`config.mk`:
```
export PLATFORM = sky130hd
export DESIGN_NAME = pcm_format_channel_converter_core
export DESIGN_NICKNAME = d
export VERILOG_FILES = /design/src/hw/rtl/pfcc_pkg.sv /design/src/hw/rtl/pfcc_front.sv /design/src/hw/rtl/pfcc_queue.sv /design/src/hw/rtl/pfcc_back.sv /design/src/hw/rtl/pcm_format_channel_converter_core.sv
export SDC_FILE = /design/constraint.sdc
export NUM_CORES = 1
export LEC_CHECK = 0
export BUFFER_PORTS_ARGS = -buffer_cell sky130_fd_sc_hd__buf_2
export CORE_MARGIN = 2
export CORE_UTILIZATION = 25
export CTS_CLUSTER_SIZE = 8
export DETAILED_ROUTE_END_ITERATION = 16
export GPL_ROUTABILITY_DRIVEN = 1
export GPL_TIMING_DRIVEN = 0
export PLACE_DENSITY = 0.36
export SYNTH_ARGS = -nofsm -noshare
export SYNTH_HDL_FRONTEND = slang
export SYNTH_SLANG_ARGS = --single-unit
```
`constraint.sdc`:
```
create_clock -name i_clk -period 7.9 [get_ports i_clk]
set_input_delay 0.79 -clock i_clk [delete_from_list [all_inputs] [get_ports i_clk]]
set_output_delay 0.79 -clock i_clk [all_outputs]
set_load 0.005 [all_outputs]
```
`src/hw/rtl/pfcc_pkg.sv`:
```
// pfcc_pkg: shared types and constants for the pcm format channel converter
// item structs, queue entry, operation codes, register indexes and sizes
// no dependencies
package pfcc_pkg;

    localparam int MAX_SPEAKERS = 32;
    localparam int CHAN_W       = 5;
    localparam int CNT_W        = $clog2(MAX_SPEAKERS + 1);
    localparam int SCAN_W       = $clog2(MAX_SPEAKERS);
    localparam int CMP_W        = (CNT_W > CHAN_W) ? CNT_W : CHAN_W;

    localparam int CFG_IDX_W  = 2;
    localparam int CFG_DATA_W = 32;

    localparam logic [CFG_IDX_W-1:0] CFG_DIRECTION = 2'd0;
    localparam logic [CFG_IDX_W-1:0] CFG_FORMAT    = 2'd1;
    localparam logic [CFG_IDX_W-1:0] CFG_MASK      = 2'd2;

    localparam logic DIR_UNPACK = 1'b0;
    localparam logic DIR_PACK   = 1'b1;

    localparam logic [1:0] FMT_F32 = 2'd0;
    localparam logic [1:0] FMT_S16 = 2'd1;
    localparam logic [1:0] FMT_S8  = 2'd2;
    localparam logic [1:0] FMT_U8  = 2'd3;

    localparam logic                    DIRECTION_RESET = DIR_UNPACK;
    localparam logic [1:0]              FORMAT_RESET    = FMT_S16;
    localparam logic [MAX_SPEAKERS-1:0] MASK_RESET      = MAX_SPEAKERS'(3);

    localparam logic signed [23:0] Q_MAX = 24'sh7FFFFF;
    localparam logic signed [23:0] Q_MIN = 24'sh800000;

    localparam int Q_DEPTH = 2;
    localparam int Q_PTR_W = $clog2(Q_DEPTH);
    localparam int Q_CNT_W = $clog2(Q_DEPTH + 1);

    typedef enum logic [2:0] {
        OP_UNPACK_F32,
        OP_UNPACK_S16,
        OP_UNPACK_S8,
        OP_UNPACK_U8,
        OP_PACK_F32,
        OP_PACK_S16,
        OP_PACK_S8,
        OP_PACK_U8
    } t_op;

    typedef struct packed {
        logic [31:0]        raw_word;
        logic signed [23:0] mixer_sample;
        logic               first_of_buffer;
    } t_in_item;

    typedef struct packed {
        logic [4:0]         channel_index;
        logic signed [23:0] mixer_sample_out;
        logic [31:0]        raw_word_out;
        logic               last_in_frame;
    } t_out_item;

    typedef struct packed {
        t_op                op;
        logic [31:0]        raw_word;
        logic signed [23:0] mixer_sample;
        logic [CHAN_W-1:0]  chan;
        logic               last;
    } t_task;

    typedef struct packed {
        logic full;
        logic empty;
    } t_q_stat;

endpackage

```
`src/hw/rtl/pfcc_front.sv`:
```
// pfcc_front: accepts items, tracks the frame slot and speaker channel, decodes the operation
// scans the speaker mask over cycles after reset and after each mask write
// depends on pfcc_pkg
module pfcc_front (
    input  logic                                i_clk,
    input  logic                                i_rst_n,
    input  logic                                i_in_valid,
    output logic                                o_in_stall,
    input  pfcc_pkg::t_in_item                  i_in_item,
    input  logic                                i_direction,
    input  logic [1:0]                          i_sample_format,
    input  logic [pfcc_pkg::MAX_SPEAKERS-1:0]   i_speaker_mask,
    input  logic                                i_mask_wr,
    input  pfcc_pkg::t_q_stat                   i_q_stat,
    output logic                                o_push,
    output pfcc_pkg::t_task                     o_task
);

    logic                          r_sync;
    logic [pfcc_pkg::CNT_W-1:0]    r_scan;
    logic [pfcc_pkg::CNT_W-1:0]    r_scnt;
    logic [pfcc_pkg::CNT_W-1:0]    r_count;
    logic [pfcc_pkg::CHAN_W-1:0]   r_slot;
    logic [pfcc_pkg::CHAN_W-1:0]   r_chan;
    logic [pfcc_pkg::CHAN_W-1:0]   r_first_chan;

    logic                          accept;
    logic                          scan_done;
    logic                          scan_bit;
    logic [pfcc_pkg::CHAN_W-1:0]   slot_eff;
    logic [pfcc_pkg::CHAN_W-1:0]   chan_eff;
    logic [pfcc_pkg::CHAN_W-1:0]   nxt_chan;
    logic                          last;
    pfcc_pkg::t_op                 op;

    assign o_in_stall = r_sync || i_q_stat.full;
    assign accept     = i_in_valid && !o_in_stall;
    assign o_push     = accept;

    assign scan_done = (r_scan == pfcc_pkg::CNT_W'(pfcc_pkg::MAX_SPEAKERS));
    assign scan_bit  = !scan_done && i_speaker_mask[r_scan[pfcc_pkg::SCAN_W-1:0]];

    // a new buffer restarts at slot zero, which is the lowest set mask bit
    assign slot_eff = i_in_item.first_of_buffer ? '0 : r_slot;
    assign chan_eff = i_in_item.first_of_buffer ? r_first_chan : r_chan;

    assign last = (r_count == '0) ||
                  (pfcc_pkg::CMP_W'(slot_eff) ==
                   pfcc_pkg::CMP_W'(r_count) - pfcc_pkg::CMP_W'(1));

    // next set mask bit above the current channel
    always_comb begin
        nxt_chan = r_first_chan;
        for (int i = pfcc_pkg::MAX_SPEAKERS - 1; i >= 0; i--) begin
            if (i_speaker_mask[i] && (pfcc_pkg::CHAN_W'(i) > chan_eff)) begin
                nxt_chan = pfcc_pkg::CHAN_W'(i);
            end
        end
    end

    always_comb begin
        unique case ({i_direction, i_sample_format})
            {pfcc_pkg::DIR_UNPACK, pfcc_pkg::FMT_F32}: op = pfcc_pkg::OP_UNPACK_F32;
            {pfcc_pkg::DIR_UNPACK, pfcc_pkg::FMT_S16}: op = pfcc_pkg::OP_UNPACK_S16;
            {pfcc_pkg::DIR_UNPACK, pfcc_pkg::FMT_S8}:  op = pfcc_pkg::OP_UNPACK_S8;
            {pfcc_pkg::DIR_UNPACK, pfcc_pkg::FMT_U8}:  op = pfcc_pkg::OP_UNPACK_U8;
            {pfcc_pkg::DIR_PACK, pfcc_pkg::FMT_F32}:   op = pfcc_pkg::OP_PACK_F32;
            {pfcc_pkg::DIR_PACK, pfcc_pkg::FMT_S16}:   op = pfcc_pkg::OP_PACK_S16;
            {pfcc_pkg::DIR_PACK, pfcc_pkg::FMT_S8}:    op = pfcc_pkg::OP_PACK_S8;
            {pfcc_pkg::DIR_PACK, pfcc_pkg::FMT_U8}:    op = pfcc_pkg::OP_PACK_U8;
            default:                                   op = pfcc_pkg::OP_UNPACK_S16;
        endcase
    end

    always_comb begin
        o_task.op           = op;
        o_task.raw_word     = i_in_item.raw_word;
        o_task.mixer_sample = i_in_item.mixer_sample;
        o_task.chan         = chan_eff;
        o_task.last         = last;
    end

    always_ff @(posedge i_clk) begin
        if (!i_rst_n) begin
            r_sync       <= 1'b1;
            r_scan       <= '0;
            r_scnt       <= '0;
            r_count      <= '0;
            r_slot       <= '0;
            r_chan       <= '0;
            r_first_chan <= '0;
        end else if (i_mask_wr) begin
            r_sync       <= 1'b1;
            r_scan       <= '0;
            r_scnt       <= '0;
            r_chan       <= '0;
            r_first_chan <= '0;
        end else if (r_sync) begin
            if (scan_done) begin
                r_sync  <= 1'b0;
                r_count <= r_scnt;
                // slot past the end of the new frame wraps to zero
                if (pfcc_pkg::CMP_W'(r_slot) >= pfcc_pkg::CMP_W'(r_scnt)) begin
                    r_slot <= '0;
                    r_chan <= r_first_chan;
                end
            end else begin
                r_scan <= r_scan + pfcc_pkg::CNT_W'(1);
                if (scan_bit) begin
                    r_scnt <= r_scnt + pfcc_pkg::CNT_W'(1);
                    if (pfcc_pkg::CMP_W'(r_scnt) == pfcc_pkg::CMP_W'(r_slot)) begin
                        r_chan <= pfcc_pkg::CHAN_W'(r_scan);
                    end
                    if (r_scnt == '0) begin
                        r_first_chan <= pfcc_pkg::CHAN_W'(r_scan);
                    end
                end
            end
        end else if (accept) begin
            if (last) begin
                r_slot <= '0;
                r_chan <= r_first_chan;
            end else begin
                r_slot <= slot_eff + pfcc_pkg::CHAN_W'(1);
                r_chan <= nxt_chan;
            end
        end
    end

    a_last_wraps_slot : assert property (@(posedge i_clk) disable iff (!i_rst_n)
        (accept && last && !i_mask_wr) |=> (r_slot == '0))
        else $error("slot did not return to zero after last item of frame");

    a_slot_in_frame : assert property (@(posedge i_clk) disable iff (!i_rst_n)
        !r_sync |-> ((r_count == '0 && r_slot == '0) ||
                     (r_count != '0 &&
                      pfcc_pkg::CMP_W'(r_slot) < pfcc_pkg::CMP_W'(r_count))))
        else $error("frame slot outside the speaker frame");

endmodule

```
`src/hw/rtl/pfcc_queue.sv`:
```
// pfcc_queue: short queue of decoded items between the front and the back
// register-based, combinational read of the head entry
// depends on pfcc_pkg
module pfcc_queue (
    input  logic              i_clk,
    input  logic              i_rst_n,
    input  logic              i_push,
    input  pfcc_pkg::t_task   i_task,
    input  logic              i_pop,
    output pfcc_pkg::t_task   o_task,
    output pfcc_pkg::t_q_stat o_stat
);

    pfcc_pkg::t_task                r_mem [pfcc_pkg::Q_DEPTH];
    logic [pfcc_pkg::Q_PTR_W-1:0]   r_wr;
    logic [pfcc_pkg::Q_PTR_W-1:0]   r_rd;
    logic [pfcc_pkg::Q_CNT_W-1:0]   r_cnt;

    function automatic logic [pfcc_pkg::Q_PTR_W-1:0] ptr_inc(
        input logic [pfcc_pkg::Q_PTR_W-1:0] p
    );
        return (p == pfcc_pkg::Q_PTR_W'(pfcc_pkg::Q_DEPTH - 1)) ? '0
                                                               : p + pfcc_pkg::Q_PTR_W'(1);
    endfunction

    assign o_task       = r_mem[r_rd];
    assign o_stat.full  = (r_cnt == pfcc_pkg::Q_CNT_W'(pfcc_pkg::Q_DEPTH));
    assign o_stat.empty = (r_cnt == '0);

    always_ff @(posedge i_clk) begin
        if (i_push) begin
            r_mem[r_wr] <= i_task;
        end
    end

    always_ff @(posedge i_clk) begin
        if (!i_rst_n) begin
            r_wr  <= '0;
            r_rd  <= '0;
            r_cnt <= '0;
        end else begin
            if (i_push) begin
                r_wr <= ptr_inc(r_wr);
            end
            if (i_pop) begin
                r_rd <= ptr_inc(r_rd);
            end
            case ({i_push, i_pop})
                2'b10:   r_cnt <= r_cnt + pfcc_pkg::Q_CNT_W'(1);
                2'b01:   r_cnt <= r_cnt - pfcc_pkg::Q_CNT_W'(1);
                default: r_cnt <= r_cnt;
            endcase
        end
    end

    a_no_overflow : assert property (@(posedge i_clk) disable iff (!i_rst_n)
        !(i_push && o_stat.full))
        else $error("push into full queue");

    a_no_underflow : assert property (@(posedge i_clk) disable iff (!i_rst_n)
        !(i_pop && o_stat.empty))
        else $error("pop from empty queue");

endmodule

```
`src/hw/rtl/pfcc_back.sv`:
```
// pfcc_back: two-stage conversion pipeline with output register
// stage one scales, clamps and finds the float lead bit; stage two packs the float
// depends on pfcc_pkg
module pfcc_back (
    input  logic                i_clk,
    input  logic                i_rst_n,
    input  pfcc_pkg::t_task     i_task,
    input  pfcc_pkg::t_q_stat   i_q_stat,
    output logic                o_pop,
    output logic                o_out_valid,
    input  logic                i_out_stall,
    output pfcc_pkg::t_out_item o_out_item
);

    typedef struct packed {
        pfcc_pkg::t_op               op;
        logic [pfcc_pkg::CHAN_W-1:0] chan;
        logic                        last;
        logic signed [23:0]          qout;
        logic [31:0]                 wout;
        logic                        fneg;
        logic [23:0]                 fmag;
        logic [4:0]                  fpos;
    } t_stage;

    logic                r_s1_valid;
    t_stage              r_s1;
    logic                r_out_valid;
    pfcc_pkg::t_out_item r_out;

    t_stage              n_s1;
    pfcc_pkg::t_out_item n_out;
    logic                out_ready;
    logic                s1_adv;

    // float unpack
    logic                f_neg;
    logic [7:0]          f_ex;
    logic [22:0]         f_man;
    logic [23:0]         f_sig;
    logic [7:0]          f_sh;
    logic [23:0]         f_mag;
    logic [23:0]         f_q;

    // unsigned 8 unpack: x * 2^22 / 255 = x * 16448 + floor(x * 64 / 255)
    logic [7:0]          u_in;
    logic [13:0]         u_v;
    logic [14:0]         u_corr;
    logic [22:0]         u_tot;
    logic [23:0]         u_q;

    // pack paths
    logic signed [23:0]  x;
    logic signed [23:0]  s16_b;
    logic signed [16:0]  s16_q;
    logic [15:0]         s16_w;
    logic signed [23:0]  s8_b;
    logic signed [8:0]   s8_q;
    logic [7:0]          s8_w;
    logic signed [24:0]  u8_t;
    logic [31:0]         u8_prod;
    logic [9:0]          u8_q10;
    logic [7:0]          u8_w;
    logic [23:0]         pf_mag;
    logic [4:0]          pf_pos;

    // float pack, second stage
    logic [7:0]          pf_exp;
    logic [23:0]         pf_norm;
    logic [31:0]         pf_word;

    assign out_ready = !r_out_valid || !i_out_stall;
    assign s1_adv    = !r_s1_valid || out_ready;
    assign o_pop     = !i_q_stat.empty && s1_adv;

    assign f_neg = i_task.raw_word[31];
    assign f_ex  = i_task.raw_word[30:23];
    assign f_man = i_task.raw_word[22:0];
    assign f_sig = {1'b1, f_man};
    assign f_sh  = 8'd128 - f_ex;
    assign f_mag = (f_sh >= 8'd24) ? '0 : (f_sig >> f_sh[4:0]);

    always_comb begin
        if (f_ex == 8'hFF && f_man != '0) begin
            f_q = '0;
        end else if (f_ex[7]) begin
            f_q = f_neg ? pfcc_pkg::Q_MIN : pfcc_pkg::Q_MAX;
        end else if (f_ex == '0) begin
            f_q = '0;
        end else begin
            f_q = f_neg ? (~f_mag + 24'd1) : f_mag;
        end
    end

    assign u_in   = i_task.raw_word[7:0];
    assign u_v    = {u_in, 6'b0};
    assign u_corr = {1'b0, u_v} + 15'd1 + 15'(u_v[13:8]);
    assign u_tot  = 23'({u_in, 14'b0}) + 23'({u_in, 6'b0}) + 23'(u_corr[14:8]);
    assign u_q    = {1'b0, u_tot} - 24'd2097152;

    assign x = i_task.mixer_sample;

    // truncation toward zero: bias negatives before the shift
    assign s16_b = x[23] ? (x + 24'sd127) : x;
    assign s16_q = $signed(s16_b[23:7]);
    always_comb begin
        if (s16_q > 17'sd32767) begin
            s16_w = 16'h7FFF;
        end else if (s16_q < -17'sd32767) begin
            s16_w = 16'h8001;
        end else begin
            s16_w = s16_q[15:0];
        end
    end

    assign s8_b = x[23] ? (x + 24'sd32767) : x;
    assign s8_q = $signed(s8_b[23:15]);
    always_comb begin
        if (s8_q > 9'sd127) begin
            s8_w = 8'h7F;
        end else if (s8_q < -9'sd127) begin
            s8_w = 8'h81;
        end else begin
            s8_w = s8_q[7:0];
        end
    end

    assign u8_t    = {x[23], x} + 25'sd2097152;
    assign u8_prod = {u8_t[23:0], 8'b0} - {8'b0, u8_t[23:0]};
    assign u8_q10  = u8_prod[31:22];
    always_comb begin
        if (u8_t[24] || u8_t == '0) begin
            u8_w = '0;
        end else if (u8_q10 > 10'd255) begin
            u8_w = 8'hFF;
        end else begin
            u8_w = u8_q10[7:0];
        end
    end

    assign pf_mag = x[23] ? (~x + 24'd1) : x;
    always_comb begin
        pf_pos = '0;
        for (int i = 0; i < 24; i++) begin
            if (pf_mag[i]) begin
                pf_pos = 5'(i);
            end
        end
    end

    always_comb begin
        n_s1      = '0;
        n_s1.op   = i_task.op;
        n_s1.chan = i_task.chan;
        n_s1.last = i_task.last;
        case (i_task.op)
            pfcc_pkg::OP_UNPACK_F32: n_s1.qout = f_q;
            pfcc_pkg::OP_UNPACK_S16: n_s1.qout = {i_task.raw_word[15],
                                                  i_task.raw_word[15:0], 7'b0};
            pfcc_pkg::OP_UNPACK_S8:  n_s1.qout = {i_task.raw_word[7],
                                                  i_task.raw_word[7:0], 15'b0};
            pfcc_pkg::OP_UNPACK_U8:  n_s1.qout = u_q;
            pfcc_pkg::OP_PACK_F32: begin
                n_s1.fneg = x[23];
                n_s1.fmag = pf_mag;
                n_s1.fpos = pf_pos;
            end
            pfcc_pkg::OP_PACK_S16:   n_s1.wout = {16'b0, s16_w};
            pfcc_pkg::OP_PACK_S8:    n_s1.wout = {24'b0, s8_w};
            pfcc_pkg::OP_PACK_U8:    n_s1.wout = {24'b0, u8_w};
            default:                 n_s1.qout = '0;
        endcase
    end

    assign pf_exp  = {3'b0, r_s1.fpos} + 8'd105;
    assign pf_norm = r_s1.fmag << (5'd23 - r_s1.fpos);
    assign pf_word = (r_s1.fmag == '0) ? '0 : {r_s1.fneg, pf_exp, pf_norm[22:0]};

    always_comb begin
        n_out.channel_index    = r_s1.chan;
        n_out.mixer_sample_out = r_s1.qout;
        n_out.raw_word_out     = (r_s1.op == pfcc_pkg::OP_PACK_F32) ? pf_word : r_s1.wout;
        n_out.last_in_frame    = r_s1.last;
    end

    always_ff @(posedge i_clk) begin
        if (!i_rst_n) begin
            r_s1_valid  <= 1'b0;
            r_out_valid <= 1'b0;
        end else begin
            if (s1_adv) begin
                r_s1_valid <= o_pop;
            end
            if (out_ready) begin
                r_out_valid <= r_s1_valid;
            end
        end
    end

    always_ff @(posedge i_clk) begin
        if (o_pop) begin
            r_s1 <= n_s1;
        end
        if (out_ready && r_s1_valid) begin
            r_out <= n_out;
        end
    end

    assign o_out_valid = r_out_valid;
    assign o_out_item  = r_out;

    a_pop_fills_stage : assert property (@(posedge i_clk) disable iff (!i_rst_n)
        o_pop |=> r_s1_valid)
        else $error("popped item lost before stage one");

    a_stage_holds : assert property (@(posedge i_clk) disable iff (!i_rst_n)
        (r_s1_valid && !out_ready) |=> (r_s1_valid && $stable(r_s1)))
        else $error("stage one changed while blocked");

endmodule

```
`src/hw/rtl/pcm_format_channel_converter_core.sv`:
```
// pcm_format_channel_converter_core: top level of the pcm format channel converter
// holds the configuration registers and joins front, queue and back
// depends on pfcc_pkg, pfcc_front, pfcc_queue, pfcc_back
//
//  channel   dir   handshake                    payload
//  input     in    i_in_valid / o_in_stall      i_in_item  (pfcc_pkg::t_in_item)
//  output    out   o_out_valid / i_out_stall    o_out_item (pfcc_pkg::t_out_item)
//  config    in    i_cfg_we                     i_cfg_index, i_cfg_data
//
// one item per cycle sustained with no output stall or mask scan; an accepted item passes
// the queue entry, stage one and the output register; after reset and every speaker_mask
// write the front scans the mask one bit a cycle, o_in_stall high; other writes act at once
// output stall backs up through stage one into a two-entry queue, o_in_stall rises when full
module pcm_format_channel_converter_core (
    input  logic                               i_clk,
    input  logic                               i_rst_n,
    input  logic                               i_in_valid,
    output logic                               o_in_stall,
    input  pfcc_pkg::t_in_item                 i_in_item,
    output logic                               o_out_valid,
    input  logic                               i_out_stall,
    output pfcc_pkg::t_out_item                o_out_item,
    input  logic                               i_cfg_we,
    input  logic [pfcc_pkg::CFG_IDX_W-1:0]     i_cfg_index,
    input  logic [pfcc_pkg::CFG_DATA_W-1:0]    i_cfg_data
);

    logic                              r_direction;
    logic [1:0]                        r_format;
    logic [pfcc_pkg::MAX_SPEAKERS-1:0] r_mask;

    logic                              mask_wr;
    logic                              push;
    logic                              pop;
    pfcc_pkg::t_task                   front_task;
    pfcc_pkg::t_task                   head_task;
    pfcc_pkg::t_q_stat                 q_stat;

    assign mask_wr = i_cfg_we && (i_cfg_index == pfcc_pkg::CFG_MASK);

    always_ff @(posedge i_clk) begin
        if (!i_rst_n) begin
            r_direction <= pfcc_pkg::DIRECTION_RESET;
            r_format    <= pfcc_pkg::FORMAT_RESET;
            r_mask      <= pfcc_pkg::MASK_RESET;
        end else if (i_cfg_we) begin
            case (i_cfg_index)
                pfcc_pkg::CFG_DIRECTION: r_direction <= i_cfg_data[0];
                pfcc_pkg::CFG_FORMAT:    r_format    <= i_cfg_data[1:0];
                pfcc_pkg::CFG_MASK:      r_mask      <= i_cfg_data[pfcc_pkg::MAX_SPEAKERS-1:0];
                default:                 r_mask      <= r_mask;
            endcase
        end
    end

    pfcc_front u_front (
        .i_clk           (i_clk),
        .i_rst_n         (i_rst_n),
        .i_in_valid      (i_in_valid),
        .o_in_stall      (o_in_stall),
        .i_in_item       (i_in_item),
        .i_direction     (r_direction),
        .i_sample_format (r_format),
        .i_speaker_mask  (r_mask),
        .i_mask_wr       (mask_wr),
        .i_q_stat        (q_stat),
        .o_push          (push),
        .o_task          (front_task)
    );

    pfcc_queue u_queue (
        .i_clk   (i_clk),
        .i_rst_n (i_rst_n),
        .i_push  (push),
        .i_task  (front_task),
        .i_pop   (pop),
        .o_task  (head_task),
        .o_stat  (q_stat)
    );

    pfcc_back u_back (
        .i_clk       (i_clk),
        .i_rst_n     (i_rst_n),
        .i_task      (head_task),
        .i_q_stat    (q_stat),
        .o_pop       (pop),
        .o_out_valid (o_out_valid),
        .i_out_stall (i_out_stall),
        .o_out_item  (o_out_item)
    );

endmodule
```
==> results.json, run 1 <==
{
  "rsz0062_at_grt": "false",
  "hold_viol_final": 0,
  "ys.flop_type": "edfxtp_1",
  "first_pass_iters": 6,
  "cts_max_level": 2,
  "drtIter0Drc": 1256,
  "dieArea_um2": 89500,
  "cts_max_path_buffers": 3,
  "end_kind": "flip-flop",
  "synth_async_sr_flop_share_pct": 0,
  "netlist_area_um2": 21800,
  "power.leakage_nw": 8.82,
  "final_cells": 3572,
  "clock-sinks": 347,
  "ant_nets": 0,
  "synth.distinct_cells": 92,
  "synth_cells": 2178,
  "fin_crit_ns": 7.49,
  "dpl_cell_area_um2": 24200,
  "fmax_mhz": 133,
  "ys_seq_elements": 347,
  "start_util_pct": 25.1,
  "drt_wl_total_um": 82200,
  "dp.cells": 3500,
  "gr-total-overflow": 0,
  "syn_avg_cell_area_um2": 10.0,
  "drive_above_1_share_pct": 16.3,
  "io_buffers": 157,
  "place_ws_ns": -1.00,
  "numCtsBuffers": 50,
  "via_count": 18400,
  "wire_per_inst_um": 23.0,
  "path_class": "reg -> reg",
  "grt_pass1_wl_um": 123000,
  "ys_warn_count": 0,
  "internal_power_w": 0.00484,
  "clk_latency_ns": 0.61,
  "finalSetupViolCount": 0,
  "period_share_pct": 94.8,
  "hold_buffers": 0,
  "ff_latch_area_um2": 9660,
  "die_x_um": 299,
  "max_cap_viol_count": 0,
  "outcome": "finished, final reports clean",
  "cp-start-kind": "flip-flop",
  "antenna_found_initial": 11,
  "std_cell_rows": 108,
  "areaGrowthSynthToFinish_pct": 18.2,
  "clockPowerShare_pct": 24.5,
  "fillCellCount": 9067,
  "grt_use_total_pct": 18.0,
  "final_nets": 2534,
  "multiInputGateArea_um2": 11400,
  "setup_slack_ns": 0.408,
  "irDropWorstVdd_uv": 131,
  "switching_share_pct": 40.9,
  "synth_nets": 2315,
  "route.detailed.drc": 0,
  "required_ns": 8.30,
  "switchingPower_w": 0.00335,
  "p_per_area_nw_per_um2": 318,
  "die_h_um": 299,
  "p_total_w": 0.00820,
  "ios": 160,
  "worstPathArrival_ns": 7.89,
  "fin_area_um2": 25700,
  "cts.reportedPaths.clkPinSlew_ns": 0.07,
  "hold_path.class": "in -> reg",
  "dp.final_hpwl_um": 64700,
  "routed_via_density": 5.16,
  "worstPathMaxFanout": 10,
  "cts_tree": "yes",
  "comb_power_share_pct": 45.9,
  "coreArea_um2": 86600,
  "ys_seq_area_share_pct": 44.3,
  "clock_skew_ns": 0.0426,
  "max_slew_margin_pct": 18.8,
  "worst_pin_slew_ns": 1.18,
  "grt_pass1_vias": 18400,
  "synth_edf_count": 271,
  "grt_max_degree": 43,
  "antenna_cells": 0,
  "seqPwrFrac_pct": 29.6,
  "slew_violations": 0,
  "tns_ns": 0,
  "gp_congestion": 0.901,
  "cts-root-buf": "clkbuf_16"
}
[path summary, 6_finish.rpt]
path / from / to / slack [ns] / depth (start not counted)
worst max register to register: flip-flop / u_back.n_out[47] / 0.41 / 21
worst max-delay path: flip-flop / u_back.n_out[47] / 0.41 / 21
worst min register to register: u_back.n_out[60] / u_back.o_out_item[60] / 0.41 / 0
worst min-delay path: i_in_item[28] / u_queue.r_mem[0][33] / 0.38 / 1
[layout make-up]
cell class | count | share of cell area, %
clock buffers | 69 | 5.42
clock inverters | 3 | 0.146
inverters | 66 | 0.977
well taps | 1155 | 5.61
repair buffers | 170 | 3.87
flip-flops and latches | 347 | 37.5
multi-input cells | 1650 | 44.5
plain buffers | 112 | 1.99
[placed cells by master, fill, tap and decap left out, types with 18 or more instances in the layout]
cell type	netlist	final
a211oi_1	37	37
a21boi_0	45	44
a21o_1	23	23
a21oi_1	117	117
a31oi_1	21	21
and2_1	28	28
and3_1	29	28
buf_2	13	168
clkbuf_1	79	89
clkbuf_16	0	52
dfxtp_1	76	76
edfxtp_1	271	271
ha_1	41	40
inv_1	57	56
mux2_2	50	50
mux2i_1	116	113
mux4_2	38	38
nand2_1	227	227
nand3_1	71	71
nand4_1	25	25
nor2_1	197	196
nor2b_1	23	22
nor3_1	47	46
nor4_1	34	33
o211ai_1	20	20
o21ai_0	94	94
o31ai_1	19	18
xnor2_1	56	56
xor2_1	20	20
[cell usage after synthesis (10+ instances only)]
cell | instances | share of area (%)
edfxtp_1 | 271 | 37
nand2_1 | 227 | 3.9
nor2_1 | 197 | 3.4
a21oi_1 | 117 | 2.7
mux2i_1 | 116 | 5.3
o21ai_0 | 94 | 2.2
clkbuf_1 | 79 | 1.4
dfxtp_1 | 76 | 7.0
nand3_1 | 71 | 1.6
inv_1 | 57 | 0.98
xnor2_1 | 56 | 2.3
mux2_2 | 50 | 2.6
nor3_1 | 47 | 1.1
a21boi_0 | 45 | 1.6
ha_1 | 41 | 2.4
mux4_2 | 38 | 3.9
a211oi_1 | 37 | 1.3
nor4_1 | 34 | 0.98
and3_1 | 29 | 0.83
and2_1 | 28 | 0.80
nand4_1 | 25 | 0.72
a21o_1 | 23 | 0.79
nor2b_1 | 23 | 0.66
a31oi_1 | 21 | 0.60
o211ai_1 | 20 | 0.69
xor2_1 | 20 | 0.80
o31ai_1 | 19 | 0.65
nor3b_1 | 17 | 0.59
o21a_1 | 17 | 0.59
or3_1 | 16 | 0.46
o221ai_1 | 14 | 0.56
buf_2 | 13 | 0.30
o2111ai_1 | 13 | 0.52
o22ai_1 | 13 | 0.37
a22o_1 | 11 | 0.44
a41oi_1 | 11 | 0.44
buf_1 | 11 | 0.19
or2_2 | 10 | 0.29
[stage by stage]
stage                     hold WS [ns]  utilization [%]
after floorplan                  0.400                -
after detailed placement         0.405             28.0
after global routing             0.345             29.7
final                            0.376             29.7
after global placement           0.402             27.7
after CTS                        0.329             29.7
[critical path, stage by stage (launching register included)]
cell and delay [ns]:
dfxtp_1 0.41, buf_6 0.22, buf_6 0.20, buf_6 0.23, buf_6 0.22, buf_2 0.43, buf_4 0.38, buf_4 0.35
buf_4 0.38, mux2i_1 0.27, ha_1 0.31, or4bb_1 0.56, nand3_1 0.22, and2_1 0.18, clkbuf_1 0.45, o221ai_1 0.39
a21oi_1 0.70, nor4_2 0.21, buf_2 0.24, and3_1 0.23, a2111o_1 0.41, a31oi_1 0.25
[kinds of logic after synthesis]
logic type / count (synthesis) / synth area share, %
muxes: 208 / 12.1
buffers and inverters: 181 / 3.50
xor gates and xnor gates: 76 / 3.06
AOI/OAI and AO/OA: 550 / 17.3
DFF: 347 / 44.3
and+or+nand+nor: 775 / 17.4
adders and majority gates: 41 / 2.36
[power groups by stage]
stage | clock network, W | logic [W] | registers (W)
finish | 0.00201 | 0.00376 | 0.00243
floorplan | 0 | 0.00243 | 0.00247
detailed placement | 0 | 0.00373 | 0.00247
global route | 0.00215 | 0.00409 | 0.00245
CTS | 0.00209 | 0.00375 | 0.00243
global placement | 0 | 0.00367 | 0.00254
[registers in the layout, indices dropped and copies added, names as in the netlist, named ones only]
| register | count |
|---|---|
| u_back.o_out_valid | 1 |
| u_back.o_out_item | 62 |
| u_queue.r_wr | 1 |
| u_back.r_s1 | 49 |
| u_queue.r_cnt | 2 |
| r_format | 2 |
| u_front.r_scan | 6 |
| u_front.r_first_chan | 5 |
| r_mask | 32 |
| u_front.r_slot | 5 |
| u_front.r_sync | 1 |
| u_back.r_s1_valid | 1 |
| u_front.r_chan | 5 |
| u_front.r_count | 6 |
| u_queue.r_mem | 130 |
| r_direction | 1 |
| u_front.r_scnt | 6 |
| u_back.n_out | 30 |
| u_queue.r_rd | 1 |
[layer usage]
layer	global-route usage [%]	up-vias	part of all wire (%)
met5	0	-	0.11
met1	24.9	9020	46
met3	3.07	89	5.3
met2	29.4	548	46
met4	4.05	14	1.8
li1	-	8758	-
[timing repair]
item / 4_1_cts / 5_1_grt
endpoints found under the setup margin: 21 / 12
resized for setup: 6 / 8
hold endpoints to repair: 0 / 0
buffers inserted: 0 / 3
pin swaps: 0 / 1
Power figures use the tool's default switching activity.
==> run 2, diff against run 1 <==
- CTS_BUF_LIST: default -> sky130_fd_sc_hd__clkbuf_16
==> run 2 against run 1 <==
- wire length hardly changed
- sequential power about the same
- via count about the same
- critical path type unchanged
- core utilization is essentially flat
- first-iteration DRC count decreased by 0.48%
- register-to-register slack barely moved
- combinational power is essentially flat
- power decreased by 0.54%
- maximum frequency fell by 0.12%
- count of clock-buffer cells in the layout decreased by 17
==> results.json, run 2 (same netlist as run 1, synthesis figures left out) <==
{
  "route.detailed.drc": 0,
  "irDropWorstVdd_uv": 131,
  "antenna_found_initial": 11,
  "ant_nets": 0,
  "hold_viol_final": 0,
  "dpl_cell_area_um2": 24200,
  "power.leakage_nw": 8.86,
  "worstHoldPathCells": 1,
  "areaGrowthSynthToFinish_pct": 18.1,
  "cts_max_path_buffers": 3,
  "hold_path.class": "in -> reg",
  "path_class": "reg -> reg",
  "worst_pin_slew_ns": 1.15,
  "dp.cells": 3500,
  "cts_max_level": 2,
  "via_count": 18400,
  "die_x_um": 299,
  "end_kind": "flip-flop",
  "final_nets": 2534,
  "start_util_pct": 25.1,
  "cts_tree": "yes",
  "std_cell_rows": 108,
  "worstPathMaxFanout": 10,
  "timing.hold.ws_ns": 0.376,
  "clk_latency_ns": 0.62,
  "required_ns": 8.23,
  "routed_via_density": 5.16,
  "first_pass_iters": 11,
  "reg2reg_setup_slack_ns": 0.40,
  "drtIter0Drc": 1250,
  "wire_per_inst_um": 23.0,
  "largest_register_ffs": 130,
  "dp.final_hpwl_um": 64700,
  "die_h_um": 299,
  "drt_wl_total_um": 82300,
  "fin_crit_ns": 7.50,
  "clock-sinks": 347,
  "period_share_pct": 95.0,
  "max_slew_margin_pct": 20.9,
  "fmax_mhz": 133,
  "drive_above_1_share_pct": 16.2,
  "antenna_cells": 0,
  "gp_congestion": 0.901,
  "final_cells": 3572,
  "outcome": "finished, final reports clean",
  "final_common_cell": "edfxtp_1",
  "io_buffers": 157,
  "dieArea_um2": 89500,
  "whs_endpoint": "u_queue.r_mem[1][7]",
  "final_util_pct": 29.7,
  "grt_pass1_vias": 18400,
  "cp-start-kind": "flip-flop",
  "fin_area_um2": 25700,
  "coreArea_um2": 86600,
  "finalSetupViolCount": 0,
  "cts-root-buf": "clkbuf_16",
  "worstPathArrival_ns": 7.83,
  "clock_skew_ns": 0.0478,
  "p_total_w": 0.00815,
  "cts.reportedPaths.clkPinSlew_ns": 0.07,
  "final_cell_mix": "edfxtp_1 (271), nand2_1 (227), nor2_1 (196)",
  "numCtsBuffers": 50,
  "r2r_end": "u_back.n_out[53]",
  "grt_max_degree": 43,
  "r2r.worst_path.cells": 20,
  "fillCellCount": 9069,
  "p_per_area_nw_per_um2": 317,
  "rsz0062_at_grt": "false",
  "hp-start": "i_in_item[2]",
  "grt_pass1_wl_um": 123000,
  "ios": 160,
  "gr-total-overflow": 0,
  "grt_use_total_pct": 18.0,
  "slew_violations": 0,
  "regMostFlops": "u_queue.r_mem",
  "max_cap_viol_count": 0
}
run 2: worst max path at each step:
stage | cells after the start | slack [ns] | end
2_1_floorplan | 1 | 2.01 | u_back.o_out_item[0]
3_3_place_gp | 2 | -1.55 | u_back.o_out_item[24]
3_5_place_dp | 24 | -1.00 | u_back.n_out[53]
4_1_cts | 23 | 0.03 | u_back.n_out[53]
5_1_grt | 21 | 0.11 | u_back.n_out[47]
6_report | 20 | 0.40 | u_back.n_out[53]
run 2: layer usage:
metal  routed length, um  GRT usage [%]
met5                  89              0
met4                1500           4.05
met3                4290           3.07
met2               38300           29.4
met1               38100           25.0
run 2: power breakdown:
| part | internal (W) | total, W | switching, W |
|---|---|---|---|
| Clock | 0.00116 | 0.00196 | 0.000803 |
| Sequential | 0.00231 | 0.00243 | 0.000116 |
| Combinational | 0.00133 | 0.00376 | 0.00244 |
| Total | 0.00479 | 0.00815 | 0.00336 |
run 2: through the flow:
step | TNS, ns | setup WS [ns]
after floorplan | 0 | 2.01
after global placement | -106.27 | -1.55
after detailed placement | -8.93 | -1.00
after CTS | 0 | 0.0295
after global routing | 0 | 0.109
final | 0 | 0.398
run 2: cell type report:
cell class | instances | area, um^2 | share of cell area (%)
Clock buffer | 52 | 1300 | 5.06
Inverter | 66 | 251 | 0.978
Timing Repair Buffer | 170 | 996 | 3.87
Sequential cell | 347 | 9660 | 37.6
Tap cell | 1155 | 1450 | 5.62
Clock inverter | 20 | 101 | 0.394
Multi-Input combinational cell | 1650 | 11400 | 44.5
Buffer | 112 | 513 | 2.00
run 2: what timing repair did:
item,4_1_cts,5_1_grt
setup endpoints to repair,21,12
pin swaps,0,1
buffers inserted,0,3
hold buffers,0,0
gates resized for setup,6,8
gates cloned,0,0
run 2: critical path, cell delays in order, from the launching register on:
cell and delay (ns):
dfxtp_1 0.41, buf_6 0.22, buf_6 0.20, buf_6 0.23
buf_6 0.22, buf_2 0.43, buf_4 0.37, buf_4 0.35
buf_4 0.38, mux2i_1 0.27, ha_1 0.31, or4bb_1 0.56
a21o_1 0.25, nand2_1 0.11, buf_2 0.26, mux2_2 0.36
o311ai_1 0.70, o21ai_1 0.48, nand4_2 0.21, mux2_1 0.32
or4_1 0.53
